**config.mk**
```make
export PLATFORM = sky130hd
export DESIGN_NAME = qpcc_mul
export DESIGN_NICKNAME = d
export VERILOG_FILES = /design/src/rtl/core/qpcc_pkg.sv /design/src/rtl/core/qpcc_mul.sv
export SDC_FILE = /design/constraint.sdc
export NUM_CORES = 2
export LEC_CHECK = 0
export BUFFER_PORTS_ARGS = -buffer_cell sky130_fd_sc_hd__buf_4
export CORE_MARGIN = 2
export CORE_UTILIZATION = 45
export CTS_CLUSTER_SIZE = 12
export DETAILED_ROUTE_END_ITERATION = 16
export PLACE_DENSITY = 0.68
export SETUP_SLACK_MARGIN = 0.05
export SYNTH_ARGS = -nofsm -noshare
export SYNTH_HDL_FRONTEND = slang
export SYNTH_SLANG_ARGS = --single-unit
```
**constraint.sdc**
```tcl
create_clock -name clk -period 16.3 [get_ports clk]
set_input_delay 3.26 -clock clk [delete_from_list [all_inputs] [get_ports clk]]
set_output_delay 3.26 -clock clk [all_outputs]
set_load 0.05 [all_outputs]
```
**src/rtl/core/qpcc_pkg.sv**
```systemverilog
// ----------------------------------------------------------------------------
// qpcc_pkg
// Shared types, constants and the micro-op program of the collapse cost unit.
// ----------------------------------------------------------------------------
package qpcc_pkg;

	localparam int VERTICES = 1024;
	localparam int VIDX_W   = $clog2(VERTICES);
	localparam int QWORDS   = 10;
	localparam int VWORDS   = 3;
	localparam int QDEPTH   = VERTICES * QWORDS;
	localparam int VDEPTH   = VERTICES * VWORDS;
	localparam int QADDR_W  = $clog2(QDEPTH);
	localparam int VADDR_W  = $clog2(VDEPTH);

	localparam int IN_W    = 88;
	localparam int OUT_W   = 168;
	localparam int WIDE_W  = 256;
	localparam int XOP_W   = 130;
	localparam int MAG_W   = 192;

	localparam logic [63:0] ONE_Q16 = 64'd65536;

	localparam logic [5:0] SOLVE_LAST = 6'd23;
	localparam logic [5:0] COST_FIRST = 6'd24;
	localparam logic [5:0] COST_LAST  = 6'd43;

	typedef enum logic [1:0] {
		KIND_WQ    = 2'd0,
		KIND_WV    = 2'd1,
		KIND_QUERY = 2'd2,
		KIND_NOP   = 2'd3
	} kind_t;

	typedef enum logic [3:0] {
		ST_IDLE,
		ST_LOAD,
		ST_ISSUE,
		ST_WAIT,
		ST_CHECK,
		ST_DIV_ISSUE,
		ST_DIV_WAIT,
		ST_CMP,
		ST_RESP
	} state_t;

	typedef enum logic [1:0] {XS_W, XS_C, XS_T} xsrc_t;
	typedef enum logic {YS_W, YS_P} ysrc_t;
	typedef enum logic [2:0] {DS_C, DS_D, DS_N, DS_T, DS_COST} dst_t;

	typedef struct packed {
		xsrc_t      xs;
		logic [3:0] xi;
		ysrc_t      ys;
		logic [3:0] yi;
		logic       neg;
		logic       last;
		dst_t       ds;
		logic [2:0] di;
	} uop_t;

	typedef struct packed {
		logic             start;
		logic [XOP_W-1:0] x;
		logic [63:0]      y;
	} mul_req_t;

	typedef struct packed {
		logic             done;
		logic             neg;
		logic [MAG_W-1:0] mag;
	} mul_rsp_t;

	typedef struct packed {
		logic              start;
		logic [WIDE_W-1:0] num;
		logic [WIDE_W-1:0] den;
	} div_req_t;

	typedef struct packed {
		logic        done;
		logic [31:0] q;
	} div_rsp_t;

	// quadric word of entry (i,j), row-major
	localparam logic [3:0] QMAP [16] = '{
		4'd0, 4'd1, 4'd2, 4'd3,
		4'd1, 4'd4, 4'd5, 4'd6,
		4'd2, 4'd5, 4'd7, 4'd8,
		4'd3, 4'd6, 4'd8, 4'd9
	};

	function automatic uop_t su(input xsrc_t xs, input logic [3:0] xi, input logic [3:0] yi,
			input logic neg, input logic last, input dst_t ds, input logic [2:0] di);
		uop_t u;
		u.xs   = xs;
		u.xi   = xi;
		u.ys   = YS_W;
		u.yi   = yi;
		u.neg  = neg;
		u.last = last;
		u.ds   = ds;
		u.di   = di;
		return u;
	endfunction

	// Cofactors, determinant and Cramer numerators, then the cost form.
	function automatic uop_t uop_at(input logic [5:0] pc);
		uop_t       u;
		logic [5:0] k;
		u = su(XS_W, 4'd0, 4'd0, 1'b0, 1'b0, DS_C, 3'd0);
		k = pc - COST_FIRST;
		if (pc >= COST_FIRST) begin
			u.ys = YS_P;
			u.yi = {2'b00, k[1:0]};
			u.last = (k[1:0] == 2'd3);
			if (k < 6'd16) begin
				u.xs = XS_W;
				u.xi = QMAP[k[3:0]];
				u.ds = DS_T;
				u.di = {1'b0, k[3:2]};
			end else begin
				u.xs = XS_T;
				u.xi = {2'b00, k[1:0]};
				u.ds = DS_COST;
			end
		end else begin
			case (pc)
				6'd0:    u = su(XS_W, 4'd4, 4'd7, 1'b0, 1'b0, DS_C, 3'd0);
				6'd1:    u = su(XS_W, 4'd5, 4'd5, 1'b1, 1'b1, DS_C, 3'd0);
				6'd2:    u = su(XS_W, 4'd2, 4'd5, 1'b0, 1'b0, DS_C, 3'd1);
				6'd3:    u = su(XS_W, 4'd1, 4'd7, 1'b1, 1'b1, DS_C, 3'd1);
				6'd4:    u = su(XS_W, 4'd1, 4'd5, 1'b0, 1'b0, DS_C, 3'd2);
				6'd5:    u = su(XS_W, 4'd4, 4'd2, 1'b1, 1'b1, DS_C, 3'd2);
				6'd6:    u = su(XS_W, 4'd0, 4'd7, 1'b0, 1'b0, DS_C, 3'd3);
				6'd7:    u = su(XS_W, 4'd2, 4'd2, 1'b1, 1'b1, DS_C, 3'd3);
				6'd8:    u = su(XS_W, 4'd1, 4'd2, 1'b0, 1'b0, DS_C, 3'd4);
				6'd9:    u = su(XS_W, 4'd0, 4'd5, 1'b1, 1'b1, DS_C, 3'd4);
				6'd10:   u = su(XS_W, 4'd0, 4'd4, 1'b0, 1'b0, DS_C, 3'd5);
				6'd11:   u = su(XS_W, 4'd1, 4'd1, 1'b1, 1'b1, DS_C, 3'd5);
				6'd12:   u = su(XS_C, 4'd0, 4'd0, 1'b0, 1'b0, DS_D, 3'd0);
				6'd13:   u = su(XS_C, 4'd1, 4'd1, 1'b0, 1'b0, DS_D, 3'd0);
				6'd14:   u = su(XS_C, 4'd2, 4'd2, 1'b0, 1'b1, DS_D, 3'd0);
				6'd15:   u = su(XS_C, 4'd0, 4'd3, 1'b1, 1'b0, DS_N, 3'd0);
				6'd16:   u = su(XS_C, 4'd1, 4'd6, 1'b1, 1'b0, DS_N, 3'd0);
				6'd17:   u = su(XS_C, 4'd2, 4'd8, 1'b1, 1'b1, DS_N, 3'd0);
				6'd18:   u = su(XS_C, 4'd1, 4'd3, 1'b1, 1'b0, DS_N, 3'd1);
				6'd19:   u = su(XS_C, 4'd3, 4'd6, 1'b1, 1'b0, DS_N, 3'd1);
				6'd20:   u = su(XS_C, 4'd4, 4'd8, 1'b1, 1'b1, DS_N, 3'd1);
				6'd21:   u = su(XS_C, 4'd2, 4'd3, 1'b1, 1'b0, DS_N, 3'd2);
				6'd22:   u = su(XS_C, 4'd4, 4'd6, 1'b1, 1'b0, DS_N, 3'd2);
				6'd23:   u = su(XS_C, 4'd5, 4'd8, 1'b1, 1'b1, DS_N, 3'd2);
				default: u = su(XS_W, 4'd0, 4'd0, 1'b0, 1'b0, DS_C, 3'd0);
			endcase
		end
		return u;
	endfunction

endpackage

```
**src/rtl/core/qpcc_mul.sv**
```systemverilog
// ----------------------------------------------------------------------------
// qpcc_mul
// Sign-magnitude multiplier, 128 x 64 bits, one 32x32 partial product a cycle.
// ----------------------------------------------------------------------------
module qpcc_mul import qpcc_pkg::*; (
	input  logic     clk,
	input  logic     arst_n,
	input  mul_req_t req,
	output mul_rsp_t rsp
);

	logic [XOP_W-1:0] x_abs;
	logic [63:0]      y_abs;
	logic [127:0]     xm_q;
	logic [63:0]      ym_q;
	logic             neg_q;
	logic [2:0]       k_q;
	logic             busy_q;
	logic [63:0]      pp_s1;
	logic [2:0]       sh_s1;
	logic             v_s1;
	logic             last_s1;
	logic [MAG_W-1:0] acc_q;
	logic             done_q;

	assign x_abs = req.x[XOP_W-1] ? (~req.x + 1'b1) : req.x;
	assign y_abs = req.y[63] ? (~req.y + 1'b1) : req.y;

	always_ff @(posedge clk or negedge arst_n) begin
		if (!arst_n) begin
			busy_q  <= 1'b0;
			k_q     <= '0;
			v_s1    <= 1'b0;
			last_s1 <= 1'b0;
			done_q  <= 1'b0;
		end else begin
			done_q <= v_s1 && last_s1;
			v_s1   <= busy_q;
			if (req.start) begin
				busy_q <= 1'b1;
				k_q    <= '0;
			end else if (busy_q) begin
				last_s1 <= (k_q == 3'd7);
				k_q     <= k_q + 3'd1;
				if (k_q == 3'd7) begin
					busy_q <= 1'b0;
				end
			end
		end
	end

	always_ff @(posedge clk) begin
		if (req.start) begin
			xm_q  <= x_abs[127:0];
			ym_q  <= y_abs;
			neg_q <= req.x[XOP_W-1] ^ req.y[63];
			acc_q <= '0;
		end else if (v_s1) begin
			acc_q <= acc_q + (MAG_W'(pp_s1) << {sh_s1, 5'b00000});
		end
		if (busy_q) begin
			pp_s1 <= 64'(xm_q[{k_q[1:0], 5'b00000} +: 32]) * 64'(ym_q[{k_q[2], 5'b00000} +: 32]);
			sh_s1 <= {1'b0, k_q[1:0]} + {2'b00, k_q[2]};
		end
	end

	assign rsp.done = done_q;
	assign rsp.neg  = neg_q;
	assign rsp.mag  = acc_q;

endmodule

```
==> Word level (Yosys, flattened, before mapping) <==
Index checks and enable logic that the tools add are counted.
{ "word_totals": {"regBits": 459, "in_bits": 197, "output_inout_bits": 194, "elab_cells": 36} }
{ "classes": {"addsub": 5, "mul": 1, "n_eq_ne": 1, "shifts": 3, "n_mux": 7, "bitwise": 4, "reduce_logical": 3} }
{ "ops": {"columns": ["operator", "n"], "rows": [
  ["$add 192x192->192", 1],
  ["$shl 64x8->192", 1],
  ["$add 128x1->128 const B", 1],
  ["$mux 128", 1],
  ["$not 128->128", 1],
  ["$shiftx 128x8->32", 1],
  ["$add 64x1->64 const B", 1],
  ["$mul 32x32->64", 1],
  ["$not 64->64", 1],
  ["$shiftx 64x7->32", 1],
  ["$mux 63", 1],
  ["$mux 3", 2],
  ["$add 2x1->3", 1],
  ["$add 3x1->3 const B", 1],
  ["$eq 3x3->1 const B", 1],
  ["$mux 1", 3],
  ["$reduce_and 2->1", 1],
  ["$reduce_bool 2->1", 1],
  ["$logic_and 1x1->1", 1],
  ["$not 1->1", 1],
  ["$xor 1x1->1", 1]
]} }

==> Longest topological paths before layout <==
{ "depth": {"depth_word": 4, "ltp_mapped": 38, "mapped_depth_nobuf": 34} }

==> Worst setup path after synthesis <==
OpenSTA, ideal clock, no wires.
{ "synth_path": {"path_kind": "register to register", "startpoint": "register k_q[1]", "endpoint": "register pp_s1[44], data pin", "setup_time_ns": 0.259, "t_arrival_ns": 9.020, "required_time_ns": 16.041, "setup_slack_ns": 7.021, "path_stages_with_launch": 35, "period_less_slack_ns": 9.279, "path_cell_list": "dfrtp_1 > clkbuf_1 > clkbuf_1 > clkbuf_1 > mux2i_1 > nand2_1 > o21ai_0 > clkbuf_1 > nor2_1 > fa_1 > inv_1 > fa_1 > inv_1 > fa_1 > fa_1 > fa_1 > fa_1 > fa_1 > inv_1 > fa_1 > inv_1 > ha_1 > a21o_1 > a21o_1 > a221oi_1 > o21a_1 > o21bai_1 > a31oi_1 > o211ai_1 > nand2_1 > nor2_1 > a211o_1 > a21o_1 > a21oi_1 > xnor2_1"} }
{ "synth_between": {"elab_chain_len": 2} }
{ "synth_rtl": {"columns": ["item", "line", "rtl"], "rows": [
  ["start: declaration", "qpcc_mul.sv:17", "logic [2:0] k_q;"],
  ["start signal: assignment", "qpcc_mul.sv:44", "k_q <= k_q + 3'd1;"],
  ["$shiftx 128x8->32", "qpcc_mul.sv:62", "pp_s1 <= 64'(xm_q[{k_q[1:0], 5'b00000} +: 32]) * 64'(ym_q[{k_q[2], 5'b00000} +: 32]);"],
  ["$mul 32x32->64", "qpcc_mul.sv:62", null],
  ["end signal: assignment", "qpcc_mul.sv:62", null],
  ["end: declaration", "qpcc_mul.sv:19", "logic [63:0] pp_s1;"]
]} }
Every way passes these cells.
A chain may end at the register's enable or synchronous reset.

==> Worst setup path in the final report <==
{ "layout_path": {"startpoint": "register k_q[1]", "endpoint": "register pp_s1[63], data pin"} }
Same word-level chain as after synthesis.

==> qor.yml <==
wl_per_cell_um: 26.2
synth_top_area_share_pct: 27.0
seqCellArea_sq_mm: 0.0118
critPathBufInv: 4
antenna_found_initial: 7
worstPathArrival_ns: 11.63
relSlewSlack_pct: 14.7
synth.area.top_cells: "fa_1 27%, edfxtp_1 12%, ha_1 8.7%, nor2_1 5.9%, dfxtp_1 5.8%"
dieArea_sq_mm: 0.151
numCtsBuffers: 58
synth-async-reset-ratio_pct: 1.53
grt_max_degree: 131
fin_nets: 9512
drt_iter0_drc: 5918
yosys.area.top_type: "fa_1"
dp_hpwl_um: 204000
post_cts_buffers: 0
grt_pass1_vias: 59400
fin_skew_ns: 0.0568
numPortBuffers: 389
drv_slew: 0
routed_wl_um: 260000
gr-total-overflow: 0
path_clk_slew_ns: 0.06
slowest_delay_ns: 0.98
cp_top_family: "adder cells"
synth_cells: 7785
synth_nets: 9339
gp_congestion: 1.02
status: "finished clean"
clock-sinks: 459
die_h_um: 388
clock-root-buffer: "clkbuf_16"
setup_tns_ns: 0
critPathMaxFanout: 46
setup_viol: 0
io_pins: 391
finalCritPeriodShare_pct: 68.6
clock.fmax_mhz: 89.4
start_util_pct: 45.1
track_usage_pct: 34.0
die_w_um: 388
cts_resized: 0
hold_buffers: 0
hold_viol_final: 0
ys_types: 79
num_rows: 141
clockBufferDepth: 3
synth-edff-count: 260
drc: 0
vias_per_cell: 5.96
cts.htree.levels: 2
worstSetupStartpointType: "flop"
worstSetupPathType: "flop to flop"
cts_tree: "done"
synth_area_sq_mm: 0.0665
vias: 59300
tightestPinTransition_ns: 1.24
antenna_left: 0
clk_latency_ns: 0.70
avgSynthCellArea_sq_um: 8.54
fillers: 14000
multi_input_comb_area_sq_mm: 0.0498
synth-seq-area-share_pct: 17.8
fin_crit_ns: 11.19
crit_path_end_kind: "flop"
hold_path.class: "flop to flop"
drive_above_1_share_pct: 9.67
cp.required_ns: 16.74
core_sq_mm: 0.147
firstDrtPassIters: 6
rsz0062_at_grt: "no"
ys_ff_latch: 459
path_common_cell: "fa_1"
critPathSlowestCell: "o21a_1"
area_delta_synth_final_pct: 10.6
grt_pass1_wl_um: 380000
ys_warn_count: 0
synthFlopType: "edfxtp_1"
drv_cap: 0
==> layout by cell type (no fill, tap or decap), types with 38 or more instances in the layout <==
master and n:
xnor2_1 328, mux2_2 65, nand2_1 904, dfxtp_1 192
o31ai_1 78, inv_1 974, ha_1 460, nor2_1 1050
edfxtp_1 260, nor3_1 64, fa_1 897, mux2i_1 131
and2_1 57, or3_1 48, a22o_1 38, o21a_1 64
nand4_1 110, a21oi_1 403, xor2_1 105, clkbuf_16 59
nand3_1 65, buf_4 506, o21ai_0 382, a21o_1 137
o21bai_1 80
==> logic make-up (layout without fill, tap and decap cells) <==
family | after synthesis | in the layout | share of synthesized area [%]
AND/OR/NAND/NOR | 2485 | 2485 | 16.0
flip-flops | 459 | 459 | 17.8
buffers and inverters | 1369 | 1592 | 7.74
adder cells (fa/ha/maj) | 1357 | 1357 | 35.7
XOR/XNOR | 433 | 433 | 5.70
other | 0 | 6 | 0
AO/OA/AOI/OAI | 1452 | 1452 | 13.6
multiplexers | 230 | 230 | 3.58
==> flip-flops by register name (all words and copies together) (netlist names), 3 cells and up <==
name	cells
pp_s1	64
sh_s1	3
acc_q	192
k_q	3
xm_q	128
ym_q	64
==> final cells by class <==
cell class                      count  area share (%)
Multi-Input combinational cell   5957            67.7
Inverter                          975            4.97
Timing Repair Buffer              507            5.18
Antenna cell                        6          0.0204
Clock buffer                       72            2.09
Tap cell                         1930            3.28
Clock inverter                     38           0.641
Sequential cell                   459            16.1
==> tightest hold or removal path: cells and delay by family (launching register included) <==
family / cells / cell delay [ns]
compound gates: 1 / 0.06
simple gates: 1 / 0.05
flops: 1 / 0.33
==> Yosys cell counts (110+ instances only) <==
cell,count
fa_1,897
nand4_1,110
a21o_1,137
ha_1,460
mux2i_1,165
dfxtp_1,192
nand2_1,904
o21ai_0,401
xnor2_1,328
edfxtp_1,260
a21oi_1,403
clkbuf_1,381
nor2_1,1054
inv_1,974
==> path summary, 6_finish.rpt <==
check                                   to  depth (start not counted)        from  slack, ns
worst max-delay path             pp_s1[63]                         30      k_q[1]       5.11
worst min-delay path            acc_q[121]                          2  acc_q[121]       0.49
worst max register to register   pp_s1[63]                         30      k_q[1]       5.11
worst min register to register  acc_q[121]                          2  acc_q[121]       0.49
max in group asynchronous             v_s1                          1      arst_n      13.77
min in group asynchronous           k_q[2]                          1      arst_n       2.37
==> layer usage <==
metal	part of all wire, %	vias up	global-route usage, %
met1	38	29000	42.5
met4	7.4	6	20.6
met3	11	800	7.98
met5	0.013	-	0
li1	-	26000	-
met2	44	3376	53.3
==> metrics by stage <==
stage | util (%) | cell area [sq um] | setup WS [ns] | instances | hold WS (ns)
CTS | 49.9 | 73600 | 5.16 | 9938 | 0.487
floorplan | - | 66500 | 7.02 | 7785 | 0.452
global route | 49.9 | 73600 | 4.71 | 9938 | 0.504
detailed placement | 48.6 | 71600 | 5.19 | 9828 | 0.478
global placement | 48.6 | 71600 | 5.15 | 9828 | 0.469
finish | 50.0 | 73600 | 5.11 | 9944 | 0.488
Power is not shown: default switching activity piles up to over one toggle a cycle in this logic, so the estimate is an artifact.
