[src/rtl/core/qpcc_pkg.sv]
// ----------------------------------------------------------------------------
// qpcc_pkg
// Shared types, constants and the micro-op program of the collapse cost unit.
// ----------------------------------------------------------------------------
package qpcc_pkg;

	localparam int VERTICES = 1024;
	localparam int VIDX_W   = $clog2(VERTICES);
	localparam int QWORDS   = 10;
	localparam int VWORDS   = 3;
	localparam int QDEPTH   = VERTICES * QWORDS;
	localparam int VDEPTH   = VERTICES * VWORDS;
	localparam int QADDR_W  = $clog2(QDEPTH);
	localparam int VADDR_W  = $clog2(VDEPTH);

	localparam int IN_W    = 88;
	localparam int OUT_W   = 168;
	localparam int WIDE_W  = 256;
	localparam int XOP_W   = 130;
	localparam int MAG_W   = 192;

	localparam logic [63:0] ONE_Q16 = 64'd65536;

	localparam logic [5:0] SOLVE_LAST = 6'd23;
	localparam logic [5:0] COST_FIRST = 6'd24;
	localparam logic [5:0] COST_LAST  = 6'd43;

	typedef enum logic [1:0] {
		KIND_WQ    = 2'd0,
		KIND_WV    = 2'd1,
		KIND_QUERY = 2'd2,
		KIND_NOP   = 2'd3
	} kind_t;

	typedef enum logic [3:0] {
		ST_IDLE,
		ST_LOAD,
		ST_ISSUE,
		ST_WAIT,
		ST_CHECK,
		ST_DIV_ISSUE,
		ST_DIV_WAIT,
		ST_CMP,
		ST_RESP
	} state_t;

	typedef enum logic [1:0] {XS_W, XS_C, XS_T} xsrc_t;
	typedef enum logic {YS_W, YS_P} ysrc_t;
	typedef enum logic [2:0] {DS_C, DS_D, DS_N, DS_T, DS_COST} dst_t;

	typedef struct packed {
		xsrc_t      xs;
		logic [3:0] xi;
		ysrc_t      ys;
		logic [3:0] yi;
		logic       neg;
		logic       last;
		dst_t       ds;
		logic [2:0] di;
	} uop_t;

	typedef struct packed {
		logic             start;
		logic [XOP_W-1:0] x;
		logic [63:0]      y;
	} mul_req_t;

	typedef struct packed {
		logic             done;
		logic             neg;
		logic [MAG_W-1:0] mag;
	} mul_rsp_t;

	typedef struct packed {
		logic              start;
		logic [WIDE_W-1:0] num;
		logic [WIDE_W-1:0] den;
	} div_req_t;

	typedef struct packed {
		logic        done;
		logic [31:0] q;
	} div_rsp_t;

	// quadric word of entry (i,j), row-major
	localparam logic [3:0] QMAP [16] = '{
		4'd0, 4'd1, 4'd2, 4'd3,
		4'd1, 4'd4, 4'd5, 4'd6,
		4'd2, 4'd5, 4'd7, 4'd8,
		4'd3, 4'd6, 4'd8, 4'd9
	};

	function automatic uop_t su(input xsrc_t xs, input logic [3:0] xi, input logic [3:0] yi,
			input logic neg, input logic last, input dst_t ds, input logic [2:0] di);
		uop_t u;
		u.xs   = xs;
		u.xi   = xi;
		u.ys   = YS_W;
		u.yi   = yi;
		u.neg  = neg;
		u.last = last;
		u.ds   = ds;
		u.di   = di;
		return u;
	endfunction

	// Cofactors, determinant and Cramer numerators, then the cost form.
	function automatic uop_t uop_at(input logic [5:0] pc);
		uop_t       u;
		logic [5:0] k;
		u = su(XS_W, 4'd0, 4'd0, 1'b0, 1'b0, DS_C, 3'd0);
		k = pc - COST_FIRST;
		if (pc >= COST_FIRST) begin
			u.ys = YS_P;
			u.yi = {2'b00, k[1:0]};
			u.last = (k[1:0] == 2'd3);
			if (k < 6'd16) begin
				u.xs = XS_W;
				u.xi = QMAP[k[3:0]];
				u.ds = DS_T;
				u.di = {1'b0, k[3:2]};
			end else begin
				u.xs = XS_T;
				u.xi = {2'b00, k[1:0]};
				u.ds = DS_COST;
			end
		end else begin
			case (pc)
				6'd0:    u = su(XS_W, 4'd4, 4'd7, 1'b0, 1'b0, DS_C, 3'd0);
				6'd1:    u = su(XS_W, 4'd5, 4'd5, 1'b1, 1'b1, DS_C, 3'd0);
				6'd2:    u = su(XS_W, 4'd2, 4'd5, 1'b0, 1'b0, DS_C, 3'd1);
				6'd3:    u = su(XS_W, 4'd1, 4'd7, 1'b1, 1'b1, DS_C, 3'd1);
				6'd4:    u = su(XS_W, 4'd1, 4'd5, 1'b0, 1'b0, DS_C, 3'd2);
				6'd5:    u = su(XS_W, 4'd4, 4'd2, 1'b1, 1'b1, DS_C, 3'd2);
				6'd6:    u = su(XS_W, 4'd0, 4'd7, 1'b0, 1'b0, DS_C, 3'd3);
				6'd7:    u = su(XS_W, 4'd2, 4'd2, 1'b1, 1'b1, DS_C, 3'd3);
				6'd8:    u = su(XS_W, 4'd1, 4'd2, 1'b0, 1'b0, DS_C, 3'd4);
				6'd9:    u = su(XS_W, 4'd0, 4'd5, 1'b1, 1'b1, DS_C, 3'd4);
				6'd10:   u = su(XS_W, 4'd0, 4'd4, 1'b0, 1'b0, DS_C, 3'd5);
				6'd11:   u = su(XS_W, 4'd1, 4'd1, 1'b1, 1'b1, DS_C, 3'd5);
				6'd12:   u = su(XS_C, 4'd0, 4'd0, 1'b0, 1'b0, DS_D, 3'd0);
				6'd13:   u = su(XS_C, 4'd1, 4'd1, 1'b0, 1'b0, DS_D, 3'd0);
				6'd14:   u = su(XS_C, 4'd2, 4'd2, 1'b0, 1'b1, DS_D, 3'd0);
				6'd15:   u = su(XS_C, 4'd0, 4'd3, 1'b1, 1'b0, DS_N, 3'd0);
				6'd16:   u = su(XS_C, 4'd1, 4'd6, 1'b1, 1'b0, DS_N, 3'd0);
				6'd17:   u = su(XS_C, 4'd2, 4'd8, 1'b1, 1'b1, DS_N, 3'd0);
				6'd18:   u = su(XS_C, 4'd1, 4'd3, 1'b1, 1'b0, DS_N, 3'd1);
				6'd19:   u = su(XS_C, 4'd3, 4'd6, 1'b1, 1'b0, DS_N, 3'd1);
				6'd20:   u = su(XS_C, 4'd4, 4'd8, 1'b1, 1'b1, DS_N, 3'd1);
				6'd21:   u = su(XS_C, 4'd2, 4'd3, 1'b1, 1'b0, DS_N, 3'd2);
				6'd22:   u = su(XS_C, 4'd4, 4'd6, 1'b1, 1'b0, DS_N, 3'd2);
				6'd23:   u = su(XS_C, 4'd5, 4'd8, 1'b1, 1'b1, DS_N, 3'd2);
				default: u = su(XS_W, 4'd0, 4'd0, 1'b0, 1'b0, DS_C, 3'd0);
			endcase
		end
		return u;
	endfunction

endpackage

[src/rtl/core/qpcc_div.sv]
// ----------------------------------------------------------------------------
// qpcc_div
// Restoring divider, one quotient bit a cycle; quotient of (num * 2^16) / den
// truncated toward zero and saturated to 32 bits.
// ----------------------------------------------------------------------------
module qpcc_div import qpcc_pkg::*; (
	input  logic     clk,
	input  logic     arst_n,
	input  div_req_t req,
	output div_rsp_t rsp
);

	logic [WIDE_W-1:0] num_abs;
	logic [WIDE_W-1:0] den_abs;
	logic [WIDE_W-1:0] ua_q;
	logic [WIDE_W-1:0] ub_q;
	logic [WIDE_W-1:0] r_q;
	logic [WIDE_W-1:0] qt_q;
	logic [WIDE_W:0]   r2;
	logic              ge;
	logic [7:0]        cnt_q;
	logic              busy_q;
	logic              fin_q;
	logic              done_q;
	logic              neg_q;
	logic [31:0]       res_q;
	logic              sat_n;
	logic              sat_p;

	assign num_abs = req.num[WIDE_W-1] ? (~req.num + 1'b1) : req.num;
	assign den_abs = req.den[WIDE_W-1] ? (~req.den + 1'b1) : req.den;
	assign r2      = {r_q, ua_q[WIDE_W-1]};
	assign ge      = (r2 >= {1'b0, ub_q});
	assign sat_n   = (|qt_q[WIDE_W-1:32]) || (qt_q[31] && (|qt_q[30:0]));
	assign sat_p   = |qt_q[WIDE_W-1:31];

	always_ff @(posedge clk or negedge arst_n) begin
		if (!arst_n) begin
			busy_q <= 1'b0;
			fin_q  <= 1'b0;
			done_q <= 1'b0;
			cnt_q  <= '0;
		end else begin
			done_q <= fin_q;
			fin_q  <= 1'b0;
			if (req.start) begin
				busy_q <= 1'b1;
				cnt_q  <= 8'd255;
			end else if (busy_q) begin
				cnt_q <= cnt_q - 8'd1;
				if (cnt_q == 8'd0) begin
					busy_q <= 1'b0;
					fin_q  <= 1'b1;
				end
			end
		end
	end

	always_ff @(posedge clk) begin
		if (req.start) begin
			ua_q  <= num_abs << 16;
			ub_q  <= den_abs;
			neg_q <= req.num[WIDE_W-1] ^ req.den[WIDE_W-1];
			r_q   <= '0;
			qt_q  <= '0;
		end else if (busy_q) begin
			r_q  <= ge ? WIDE_W'(r2 - {1'b0, ub_q}) : r2[WIDE_W-1:0];
			qt_q <= {qt_q[WIDE_W-2:0], ge};
			ua_q <= ua_q << 1;
		end
		if (fin_q) begin
			if (neg_q) begin
				res_q <= sat_n ? 32'h8000_0000 : (~qt_q[31:0] + 32'd1);
			end else begin
				res_q <= sat_p ? 32'h7FFF_FFFF : qt_q[31:0];
			end
		end
	end

	assign rsp.done = done_q;
	assign rsp.q    = res_q;

endmodule

[config.mk]
export PLATFORM = sky130hd
export DESIGN_NAME = qpcc_div
export DESIGN_NICKNAME = d
export VERILOG_FILES = /design/src/rtl/core/qpcc_pkg.sv /design/src/rtl/core/qpcc_div.sv
export SDC_FILE = /design/constraint.sdc
export NUM_CORES = 2
export LEC_CHECK = 0
export BUFFER_PORTS_ARGS = -buffer_cell sky130_fd_sc_hd__buf_2
export CORE_MARGIN = 8
export CORE_UTILIZATION = 55
export DETAILED_ROUTE_END_ITERATION = 10
export HOLD_SLACK_MARGIN = 0.02
export PLACE_DENSITY = 0.77
export SLEW_MARGIN = 0
export SYNTH_ARGS = -nofsm -noshare
export SYNTH_HDL_FRONTEND = slang
export SYNTH_SLANG_ARGS = --single-unit
[constraint.sdc]
create_clock -name clk -period 6.2 [get_ports clk]
set_input_delay 1.24 -clock clk [delete_from_list [all_inputs] [get_ports clk]]
set_output_delay 1.24 -clock clk [all_outputs]
set_load 0.1 [all_outputs]
Word-level counts from Yosys, hierarchy flattened

Index checks and enable logic that the tools add are counted.

Flip-flop bits (word level): 1052
Input port bits: 515
Output and inout bits: 33

Bitwise logic cells: 4
Add/subtract/negate cells: 5
Reduce and logical (&&, ||, !) cells: 7
Mux-type cells: 16
$lt $le $gt $ge: 1

Operator list:

| kind                                             | number |
|---|---|
| two-way mux 256 bit                              | 3 |
| greater-or-equal comparator 257 x 256 -> 1 bit   | 1 |
| adder 256 x 1 -> 256 bit, second input constant  | 1 |
| inverter 256 bit                                 | 1 |
| subtractor 256 bit                               | 1 |
| two-way mux 255 bit                              | 1 |
| adder 240 x 1 -> 240 bit, second input constant  | 1 |
| two-way mux 240 bit                              | 1 |
| inverter 240 bit                                 | 1 |
| OR reduction 225 bit                             | 1 |
| OR reduction 224 bit                             | 1 |
| two-way mux 32 bit                               | 3 |
| adder 32 x 1 -> 32 bit, second input constant    | 1 |
| inverter 32 bit                                  | 1 |
| OR reduction 31 bit                              | 1 |
| two-way mux 8 bit                                | 2 |
| logical NOT 8 bit                                | 1 |
| subtractor 8 x 1 -> 8 bit, second input constant | 1 |
| two-way mux 1 bit                                | 6 |
| nonzero test 2 bit                               | 1 |
| logical AND 1 bit                                | 1 |
| logical OR 1 bit                                 | 1 |
| bitwise XOR 1 bit                                | 1 |

Longest topological paths before layout

Depth in word-level cells: 5
Depth in mapped cells: 20
Depth with buffers taken out: 18

Worst setup path after synthesis

OpenSTA, ideal clock, no wires.

Kind: input-to-reg
From: input req[512] (netlist bit)
To: register ua_q[100] (enable)
Stages on the path: 5
Setup slack: -1.065 ns
Data arrival time: 6.675 ns
Required time: 5.610 ns
Path buffers: 3
Setup time: 0.590 ns
Cells stage by stage: clkbuf_1 > nor2_1 > clkbuf_1 > clkbuf_1 > inv_1

Longest elaborated chain between the ends: 1

Ends and longest elaborated chain:

| element                      | RTL line       | text |
|---|---|---|
| start: declaration           | qpcc_div.sv:9  | `input div_req_t req,` |
| nonzero test 2 bit (no line) | --             |  |
| end signal: assignment       | qpcc_div.sv:61 | `ua_q <= num_abs << 16;` |
| end signal: assignment       | qpcc_div.sv:69 | `ua_q <= ua_q << 1;` |
| end: declaration             | qpcc_div.sv:15 | `logic [WIDE_W-1:0] ua_q;` |

Every way passes these cells.
A chain may end at the register's enable or synchronous reset.

Worst setup path after layout

From: input req[11] (netlist bit)
To: register ub_q[226] (data pin)

Longest elaborated chain between the ends: 3

Ends and longest elaborated chain:

| element                  | RTL line       | text |
|---|---|---|
| inverter 256 bit         | qpcc_div.sv:31 | `assign den_abs = req.den[WIDE_W-1] ? (~req.den + 1'b1) : req.den;` |
| adder 256 x 1 -> 256 bit | qpcc_div.sv:31 |  |
| two-way mux 255 bit      | qpcc_div.sv:31 |  |
| named net den_abs[226]   | qpcc_div.sv:14 | `logic [WIDE_W-1:0] den_abs;` |
| end signal: assignment   | qpcc_div.sv:62 | `ub_q <= den_abs;` |
| end: declaration         | qpcc_div.sv:16 | `logic [WIDE_W-1:0] ub_q;` |

The timed path passes the listed nets, and every way through them passes these cells.

==> impl_metrics.tcl <==
set metrics [dict create \
    outcome "finished, final reports clean" \
    synth_nets 9621 \
    finalMaxSlewViolations 0 \
    grt_pass1_wl_um 415500 \
    cp_max_fo 3 \
    num_rows 132 \
    place_congestion 1.095 \
    sw_frac_of_total 0.4394 \
    start_util 0.5549 \
    max_freq_mhz 164.0 \
    clock_latency_ps 780 \
    coreArea_um2 129800 \
    max_slew_margin 0.1461 \
    hpwl_um 220700 \
    crit_top_cell "or3_1" \
    synth.avg_cell_area_um2 8.146 \
    netlist_instances 8844 \
    ant_nets 0 \
    drive_gt1_frac 0.1312 \
    area_growth_pct 14.08 \
    worst-setup-path-type "input pin to register" \
    synth_warnings 0 \
    cts_tree "done" \
    rr_startpoint "ub_q[65]$_DFFE_PP_" \
    root_buffer "clkbuf_16" \
    ys.flop_type "edfxtp_1" \
    pwr_density_cell_nw_per_um2 392.5 \
    mostFrequentLayoutCell "nor2_1" \
    synthXorXnorAreaFrac 0.08839 \
    grtUsageTotal 0.3736 \
    cp-start-kind "input pin" \
    max_stage_delay_ps 530 \
    synth_edf_count 529 \
    finalInstanceArea_um2 82180 \
    cts-buffers-inserted 111 \
    ir_worst_vdd_mv 0.3002 \
    intPower_mw 18.08 \
    grt_pass1_vias 68070 \
    clkPwrFrac 0.215 \
    clock-sinks 1052 \
    die_y_um 377.9 \
    final_cell_mix "nor2_1 (1,245), a21oi_1 (882), nand2_1 (786), o21ai_0 (632)" \
    htree_levels 3 \
    comb_power_share 0.491 \
    dr.pass1.iters 9 \
    leakagePower_nw 33.49 \
    finalSetupViolations 0 \
    synth_area_um2 72040 \
    slowest_stage "or4_4" \
    fin_crit_ps 6098 \
    synth-adder-area-share 0.04561 \
    min_path_type "input pin to asynchronous set/reset pin" \
    drc 0 \
    critical_path.startpoint "req[11]" \
    critPathCaptureType "register" \
    grt_max_degree 229 \
    cp.arrival_ps 6570 \
    synth_mux_area_frac 0.04625 \
    drt_iter0_markers 9166 \
    placedInstanceArea_um2 78250 \
    clk_pin_slew_ps 60 \
    via_count 72110 \
    yosysSeqAreaShare 0.3666 \
    pwr-share-seq 0.294 \
    worstPathRequired_ps 6670 \
    synth_top_family_by_area "simple AND/OR/NAND/NOR gates" \
    skew_ps 62.78 \
    die_w_um 377.9 \
    detail_route.wirelength_um 280200 \
    ys_seq_elements 1052 \
    vias_per_cell 6.396 \
    p_sw_mw 14.17 \
    port_buffers 532 \
    antenna_found_initial 43 \
    hold_slack_ps 350.8 \
    path_cells "buf_2, or4_4, or3_1, or3_1, or4_1, or2_1, or3_1, nor3_2, buf_4, nand4_1, or3_4, or4_1, or3_1, nor3_2, nand2_1, o31ai_2, xnor2_1" \
    async_reset_ff_frac 0.01046 \
    min_period_over_period 0.9836 \
    clockBufferDepth 3 \
    worst_slew_pin_slew_ps 1270 \
    grt.overflow.total 0 \
    nets 10190 \
    synth.distinct_cells 92 \
    detail_route.wl_per_cell_um 24.86 \
    power.total_mw 32.25 \
    yosys.area_share.simple 0.2091 \
    hold_violations 0 \
    synth_compound_area_frac 0.1995 \
    dieArea_um2 142800 \
    maxCapViolCount 0 \
    io_pins 548 \
]
==> cell usage after synthesis, types with 16 or more instances <==
cell type / instances / share of area
a21oi_1: 883 / 0.061
o21bai_1: 80 / 0.0083
or3_1: 126 / 0.011
o21ai_0: 632 / 0.044
o221ai_1: 16 / 0.0019
a22oi_1: 33 / 0.0034
nor4_1: 163 / 0.014
edfxtp_1: 529 / 0.22
o311ai_0: 34 / 0.0041
a211oi_1: 158 / 0.016
nand2b_1: 54 / 0.0047
a21o_1: 91 / 0.0095
o41ai_1: 76 / 0.0092
buf_1: 56 / 0.0029
xor2_1: 331 / 0.040
and3_1: 36 / 0.0031
a31oi_1: 39 / 0.0034
o211ai_1: 33 / 0.0034
xnor2_1: 396 / 0.048
nor2_1: 1247 / 0.065
and2_1: 20 / 0.0017
nand2_1: 786 / 0.041
o21a_1: 40 / 0.0042
dfxtp_1: 512 / 0.14
nand4_1: 210 / 0.018
nor3_1: 246 / 0.017
inv_1: 393 / 0.020
mux2_2: 39 / 0.0061
or4_1: 80 / 0.0083
a21boi_0: 28 / 0.0029
nand3_1: 110 / 0.0076
or2_2: 59 / 0.0051
clkbuf_1: 400 / 0.021
ha_1: 261 / 0.045
mux2i_1: 289 / 0.040
o31ai_1: 139 / 0.014
==> state kept, by name (all words and copies together), names as in the netlist <==
name	cells
ub_q	256
ua_q	240
busy_q	1
r_q	256
res_q	32
qt_q	256
fin_q	1
cnt_q	8
neg_q	1
done_q	1
==> metrics by stage <==
| step | worst slack [ps] | cells | util | setup TNS (ps) |
|---|---|---|---|---|
| 5_1_grt | -0.7603 | 11250 | 0.6327 | -0.7603 |
| 3_3_place_gp | -482.6 | 11040 | 0.6028 | -11510 |
| 3_5_place_dp | -566.0 | 11040 | 0.6028 | -13620 |
| 4_1_cts | 203.3 | 11250 | 0.6324 | 0 |
| 6_report | 102.0 | 11280 | 0.6331 | 0 |
| 2_1_floorplan | 69.64 | 8844 | - | 0 |
==> cells by family after synthesis <==
group / count (synthesis)
fa+ha+maj: 262
compound gates: 2385
mux: 328
buf+inv: 853
simple gates: 3237
xor+xnor: 727
flops: 1052
==> cell type report <==
cell class                      instances  area (um2)
Fill cell                           11500       47630
Multi-Input combinational cell       6939       42470
Sequential cell                      1052       26410
Timing Repair Buffer                  912        5728
Clock buffer                          161        3392
Tap cell                             1742        2180
Inverter                              393        1479
Clock inverter                         49       450.4
Antenna cell                           27       67.56
==> critical path: cells and delay by family <==
family                    cells  cell delay (ps)
AOI/OAI and AO/OA             1              330
and+or+nand+nor              13             4630
xor gates and xnor gates      1               90
buffers and inverters         2              260
==> power groups by stage <==
stage	Combinational [mW]	Sequential, mW	Clock, mW
after CTS	15.4	9.44	7.01
after global placement	15.1	9.52	0
after global routing	17.1	9.59	7.27
after floorplan	10.6	9.27	0
final	15.8	9.47	6.94
after detailed placement	15.2	9.56	0
==> routing by layer <==
layer	wire, um	track usage	vias to the layer above	share of wire
li1	-	-	33190	-
met1	112200	0.5011	34280	0.40
met2	121100	0.5764	3979	0.43
met3	32220	0.08782	644	0.11
met4	14560	0.1633	18	0.052
met5	125	0	-	0.00045
==> final timing paths <==
check	end	slack [ps]	cells past startpoint
worst max-delay path	ub_q[226]$_DFFE_PP_	100	17
min in group clk	r_q[194]$_SDFFE_PP0P_	480	2
worst min register to register	r_q[194]$_SDFFE_PP0P_	480	2
worst max register to register	r_q[255]$_SDFFE_PP0P_	210	18
worst min-delay path	cnt_q[3]$_DFFE_PN0P_	350	1
max in group asynchronous	busy_q$_DFF_PN0_	5600	1
==> what timing repair did <==
action | 4_1_cts | 5_1_grt
resized for setup | 0 | 4
endpoints found under the setup margin | 0 | 3
buffers inserted | 0 | 0
hold buffers | 0 | 0
Power figures use the tool's default switching activity.
